[src/sv/iprm_pkg.sv]
package iprm_pkg;

	localparam int RULES = 64;
	localparam int IDX_W = (RULES > 1) ? $clog2(RULES) : 1;
	localparam int CNT_W = $clog2(RULES + 1);

	localparam int ADDR_W = 32;
	localparam int LEN_W = 6;
	localparam int REQ_W = 2;
	localparam int STATUS_W = 2;

	localparam logic [REQ_W-1:0] REQ_ADD = 2'd0;
	localparam logic [REQ_W-1:0] REQ_LOOKUP = 2'd1;
	localparam logic [REQ_W-1:0] REQ_CLEAR = 2'd2;

	localparam logic [STATUS_W-1:0] ST_OK = 2'd0;
	localparam logic [STATUS_W-1:0] ST_BAD_LEN = 2'd1;
	localparam logic [STATUS_W-1:0] ST_FULL = 2'd2;

	localparam logic [ADDR_W-1:0] ALL_ONES = 32'hFFFF_FFFF;
	localparam logic [LEN_W-1:0] MAX_PREFIX = 6'd32;

	typedef struct packed {
		logic load;
		logic latch;
		logic write;
		logic clear;
		logic rd_first;
		logic rd_next;
		logic compare;
	} cmd_t;

	typedef struct packed {
		logic [REQ_W-1:0] req;
		logic len_bad;
		logic full;
		logic empty;
		logic scan_end;
	} sts_t;

	function automatic logic [ADDR_W-1:0] prefix_to_mask(input logic [LEN_W-1:0] len);
		logic [ADDR_W-1:0] m;
		m = '0;
		if (len != '0) begin
			m = ALL_ONES << (MAX_PREFIX - len);
		end
		return m;
	endfunction

endpackage

[src/sv/iprm_ctrl.sv]
module iprm_ctrl (
	input  logic clk,
	input  logic arst_n,
	input  logic start,
	input  iprm_pkg::sts_t sts,
	output iprm_pkg::cmd_t cmd,
	output logic busy,
	output logic done
);

	typedef enum logic [3:0] {
		ST_IDLE = 4'b0001,
		ST_EXEC = 4'b0010,
		ST_SCAN = 4'b0100,
		ST_RESP = 4'b1000
	} state_t;

	state_t state_q;
	state_t state_d;

	always_comb begin
		state_d = state_q;
		cmd = '0;
		unique case (state_q)
			ST_IDLE: begin
				if (start) begin
					cmd.load = 1'b1;
					state_d = ST_EXEC;
				end
			end
			ST_EXEC: begin
				cmd.latch = 1'b1;
				state_d = ST_RESP;
				if (sts.req == iprm_pkg::REQ_ADD) begin
					cmd.write = !sts.len_bad && !sts.full;
				end else if (sts.req == iprm_pkg::REQ_CLEAR) begin
					cmd.clear = 1'b1;
				end else if (sts.req == iprm_pkg::REQ_LOOKUP && !sts.empty) begin
					cmd.rd_first = 1'b1;
					state_d = ST_SCAN;
				end
			end
			ST_SCAN: begin
				cmd.compare = 1'b1;
				if (sts.scan_end) begin
					state_d = ST_RESP;
				end else begin
					cmd.rd_next = 1'b1;
				end
			end
			ST_RESP: begin
				state_d = ST_IDLE;
			end
			default: begin
				state_d = ST_IDLE;
			end
		endcase
	end

	always_ff @(posedge clk or negedge arst_n) begin
		if (!arst_n) begin
			state_q <= ST_IDLE;
		end else begin
			state_q <= state_d;
		end
	end

	assign busy = (state_q != ST_IDLE);
	assign done = (state_q == ST_RESP);

	a_accept_to_exec: assert property (@(posedge clk) disable iff (!arst_n)
		(state_q == ST_IDLE && start) |=> (state_q == ST_EXEC))
		else $error("accepted beat did not enter execution");

	a_resp_single: assert property (@(posedge clk) disable iff (!arst_n)
		done |=> !done && !busy)
		else $error("result strobe longer than one cycle");

	a_scan_exit: assert property (@(posedge clk) disable iff (!arst_n)
		(state_q == ST_SCAN && sts.scan_end) |=> done)
		else $error("scan end did not lead to a result");

endmodule

[config.mk]
export PLATFORM = sky130hd
export DESIGN_NAME = iprm_ctrl
export DESIGN_NICKNAME = d
export VERILOG_FILES = /design/src/sv/iprm_pkg.sv /design/src/sv/iprm_ctrl.sv
export SDC_FILE = /design/constraint.sdc
export NUM_CORES = 1
export LEC_CHECK = 0
export ABC_AREA = 1
export ABC_CLOCK_PERIOD_IN_PS = 1030
export BUFFER_PORTS_ARGS = -buffer_cell sky130_fd_sc_hd__buf_2
export CAP_MARGIN = 10
export CORE_AREA = 2 2 39 41
export CTS_CLUSTER_SIZE = 10
export DETAILED_ROUTE_END_ITERATION = 10
export DIE_AREA = 0 0 41 43
export SYNTH_ARGS = -nofsm -noshare
export SYNTH_HDL_FRONTEND = slang
export SYNTH_SLANG_ARGS = --single-unit
[constraint.sdc]
create_clock -name clk -period 1.03 [get_ports clk]
set_input_delay 0.206 -clock clk [delete_from_list [all_inputs] [get_ports clk]]
set_output_delay 0.206 -clock clk [all_outputs]
set_load 0.05 [all_outputs]
### After elaboration in Yosys (flattened, before gate mapping)

Cells that the tools add are included.

* flip-flop bits (word level): 4
* bits of input ports: 9
* output and inout port bits: 9
* logic and storage cells: 33

* eq/ne operators: 9
* multiplexer cells: 16
* reduce and logical (&&, ||, !) cells: 7

Operators with widths (number)
* $mux W4: 6
* $pmux W4 S3: 1
* $mux W1: 7
* $eq A4 B1 Y1 const B: 1
* $eq A4 B2 Y1 const B: 1
* $eq A4 B3 Y1 const B: 1
* $eq A4 B4 Y1 const B: 1
* $mux W2: 2
* $ne A2 B2 Y1 const B: 2
* $ne A4 B1 Y1 const B: 1
* $logic_not A1 Y1: 3
* $eq A2 B1 Y1 const B: 1
* $eq A2 B2 Y1 const B: 1
* $logic_and A1 B1 Y1: 2
* $logic_not A2 Y1: 1
* $reduce_and A2 Y1: 1

### Longest topological paths before layout

* depth in word-level cells: 6
* mapped depth: 6
* depth with buffers taken out: 6

### Worst setup path before layout

OpenSTA, ideal clock, no wires.

* path kind: reg-to-output
* start point: register state_q[1]
* end point: output port done
* arrival time: 1.937 ns
* setup slack: -1.113 ns
* stages on the path, launching flop included: 2
* path through: dfrtp_1 -> nor4_1

* word-level cells in the longest chain between the ends: 1

RTL lines
* start: declaration: RTL line iprm_ctrl.sv:18 `state_t state_q;`
* start signal: assignment: RTL line iprm_ctrl.sv:64 `state_q <= state_d;`
* $eq A4 B4 Y1: RTL line iprm_ctrl.sv:69 `assign done = (state_q == ST_RESP);`
* end: declaration: RTL line iprm_ctrl.sv:8 `output logic done`

No other way between the ends.

==> results.json <==
{
  "power_leakage_nw": 0.328,
  "hpwl_um": 641,
  "num_vias": 380,
  "rows": 14,
  "drt-vias-per-instance": 4.13,
  "grt_pass1_vias": 375,
  "yosysWarnings": 0,
  "report.power.total_mw": 1.55,
  "insertion_delay_ps": 240,
  "maxSlewViolCount": 0,
  "io_pins": 18,
  "reg2reg_to": "state_q[3]",
  "yosysUniqueCellTypes": 14,
  "port_buffers": 17,
  "avgSynthCellArea_sq_um": 6.96,
  "root_buffer": "clkbuf_4",
  "finalInstanceArea_sq_um": 697,
  "cts_buffers": 3,
  "synthesis.area_sq_um": 272,
  "min_period_ps": 1520,
  "die_w_um": 41,
  "area_growth_pct": 157,
  "antenna_found_initial": 0,
  "fin_ws_ps": -485,
  "cpPeakStageDelay_ps": 380,
  "top_regs": "state_q x4",
  "status": "finished with violations",
  "multi_input_area_sq_um": 233,
  "fin_cells": 92,
  "rsz0062_at_grt": "yes",
  "syn_nets": 48,
  "synth-seq-cells": 4,
  "worstPathArrival_ps": 1310,
  "hold_class": "primary input to flip-flop",
  "rrSetupSlack_ps": -140,
  "yosysTopAreaCell": "dfrtp_1",
  "cts_tree": "done",
  "drtAntennaViolNets": 0,
  "ff2ff_path_depth": 6,
  "seqCellArea_sq_um": 103,
  "power.density_nw_per_um2": 2230,
  "clkSlewWorstSetupHoldPaths_ps": 40,
  "p_sw_mw": 0.735,
  "die_y_um": 43,
  "cts.htree.levels": 1,
  "num-nets-final": 86,
  "wl_um": 837,
  "slowest_stage": "dfstp_2",
  "grt_pass1_wl_um": 1340,
  "placed_area_sq_um": 553,
  "drive_gt1_share_pct": 81.6,
  "setup_viol": 13,
  "synthTopCellsByArea": "dfrtp_1 28%, inv_1 11%, nor2_1 11%",
  "dieArea_sq_um": 1760,
  "syn_inst": 39,
  "pre_cts_slack_ps": -327,
  "seq_area_frac_synth_pct": 37.3,
  "hold_viol": 0,
  "cp-start-kind": "flip-flop",
  "wl_per_cell_um": 9.10,
  "min_delay_path_depth": 3,
  "cts.sinks": 4,
  "reg2reg_from": "state_q[0]",
  "clockBufferDepth": 2,
  "timing.fmax_mhz": 660,
  "seq_power_share_pct": 18.6,
  "cp-end-kind": "output pin",
  "holdPathEnd": "state_q[1]",
  "drv_cap": 0,
  "grt_overflow": 0,
  "p_clk_share_pct": 14.3,
  "required_ps": 820,
  "cp_cell_sequence": "inv_2 -> nand2_2 -> nor2_4 -> nand2_2 -> nor3_4 -> buf_6",
  "path_class": "flip-flop to output pin",
  "fin_skew_ps": 9.61,
  "grt_usage_pct": 11.8,
  "fill_cells": 133,
  "coreArea_sq_um": 1380,
  "combPwrFrac_pct": 67.1,
  "relSlewSlack_pct": 82.3,
  "drc": 0,
  "top_register": "state_q",
  "crit_fanout": 3,
  "hold_start": "start",
  "initial_core_util_pct": 19.6,
  "p_int_mw": 0.818,
  "switching_share_pct": 47.3,
  "ir_worst_vdd_mv": 1.57,
  "final.period_utilization_pct": 147,
  "largest_reg_flops": 4,
  "firstDrtPassIters": 1,
  "path_common_cell": "nand2_2",
  "failed_checks": "setup timing",
  "antennaDiodeCount": 0,
  "drt-initial-drc-count": 0,
  "tightest_slew_ps": 264,
  "grt_start_max_net_pins": 5,
  "yosysTopAreaCellShare_pct": 27.6,
  "place.gp.congestion": 0.719,
  "place_inst": 86
}
==> worst max-delay path, delay by kind of cell (launching register included) <==
family	cells	cell delay [ps]
flip-flops	1	380
AND/OR/NAND/NOR	4	440
buffers and inverters	2	260
==> per-stage QoR <==
step	hold WS, ps	utilization [%]	TNS (ps)
after global placement	16.0	40.0	-2500
after global routing	294	50.4	-4970
after detailed placement	13.1	40.0	-2670
after CTS	271	47.7	-4050
after floorplan	-89.6	-	-3050
final	288	50.4	-4140
==> power by group through the flow <==
stage	Clock, mW	Combinational, mW	Sequential (mW)
final	0.222	1.04	0.289
after global routing	0.246	1.10	0.301
after CTS	0.223	0.991	0.276
after detailed placement	0	0.829	0.262
after global placement	0	0.821	0.262
after floorplan	0	0.550	0.262
==> cells by family (layout without fill, tap and decap cells) <==
family                 Yosys count  count (layout)  synth area share, %
AO/OA/AOI/OAI                    2               2                 5.07
buffers and inverters            9              46                 12.4
flip-flops                       4               4                 37.3
AND/OR/NAND/NOR                 24              24                 45.2
==> area by class of cell <==
cell class / count / share of cell area, %
multi-input cells: 26 / 33.4
repair buffers: 33 / 39.0
inverters: 9 / 6.28
flip-flops and latches: 4 / 14.7
well taps: 16 / 2.87
clock buffers: 4 / 3.77
==> cells in the mapped netlist <==
cell / count
nand3_1: 3
nor4_1: 1
o21ai_1: 1
dfstp_2: 1
nand2_1: 7
nor2_1: 8
nand2_2: 1
dfrtp_1: 3
inv_2: 1
nand3b_1: 1
inv_1: 8
a21oi_2: 1
nor2_4: 1
nor3_2: 2
==> layout by cell type, fill, tap and decap left out, types with 3 or more instances in the layout <==
master    instances
buf_2             8
buf_4            13
buf_6            11
clkbuf_4          3
inv_1             3
inv_2             3
nand2_1           3
nand2_2           4
nor2_4            6
==> worst max path at each step <==
| stage | from | endpoint | slack (ps) | depth (start not counted) |
|---|---|---|---|---|
| after floorplan | state_q[1] | done | -550 | 1 |
| after global placement | state_q[0] | cmd[6] | -310 | 5 |
| after detailed placement | state_q[0] | cmd[6] | -330 | 5 |
| after CTS | state_q[0] | cmd[4] | -480 | 6 |
| after global routing | state_q[2] | cmd[4] | -560 | 6 |
| final | state_q[0] | cmd[4] | -490 | 6 |
==> metal layers <==
metal / up-vias / track usage (%) / routed length, um / share of wire, %
met5: - / 0 / 0 / 0
met4: 0 / 10.0 / 11 / 1.3
met3: 2 / 1.57 / 41 / 4.9
met2: 15 / 20.6 / 455 / 54
met1: 168 / 10.8 / 328 / 39
li1: 195 / - / - / -
==> repair_timing <==
| action | 4_1_cts | 5_1_grt |
|---|---|---|
| hold buffers | 1 | 0 |
| gates resized for setup | 21 | 8 |
| pin swaps | 4 | 1 |
| endpoints found under the hold margin | 4 | 0 |
| buffers inserted | 1 | 0 |
| endpoints found under the setup margin | 13 | 13 |
Power figures use the tool's default switching activity.
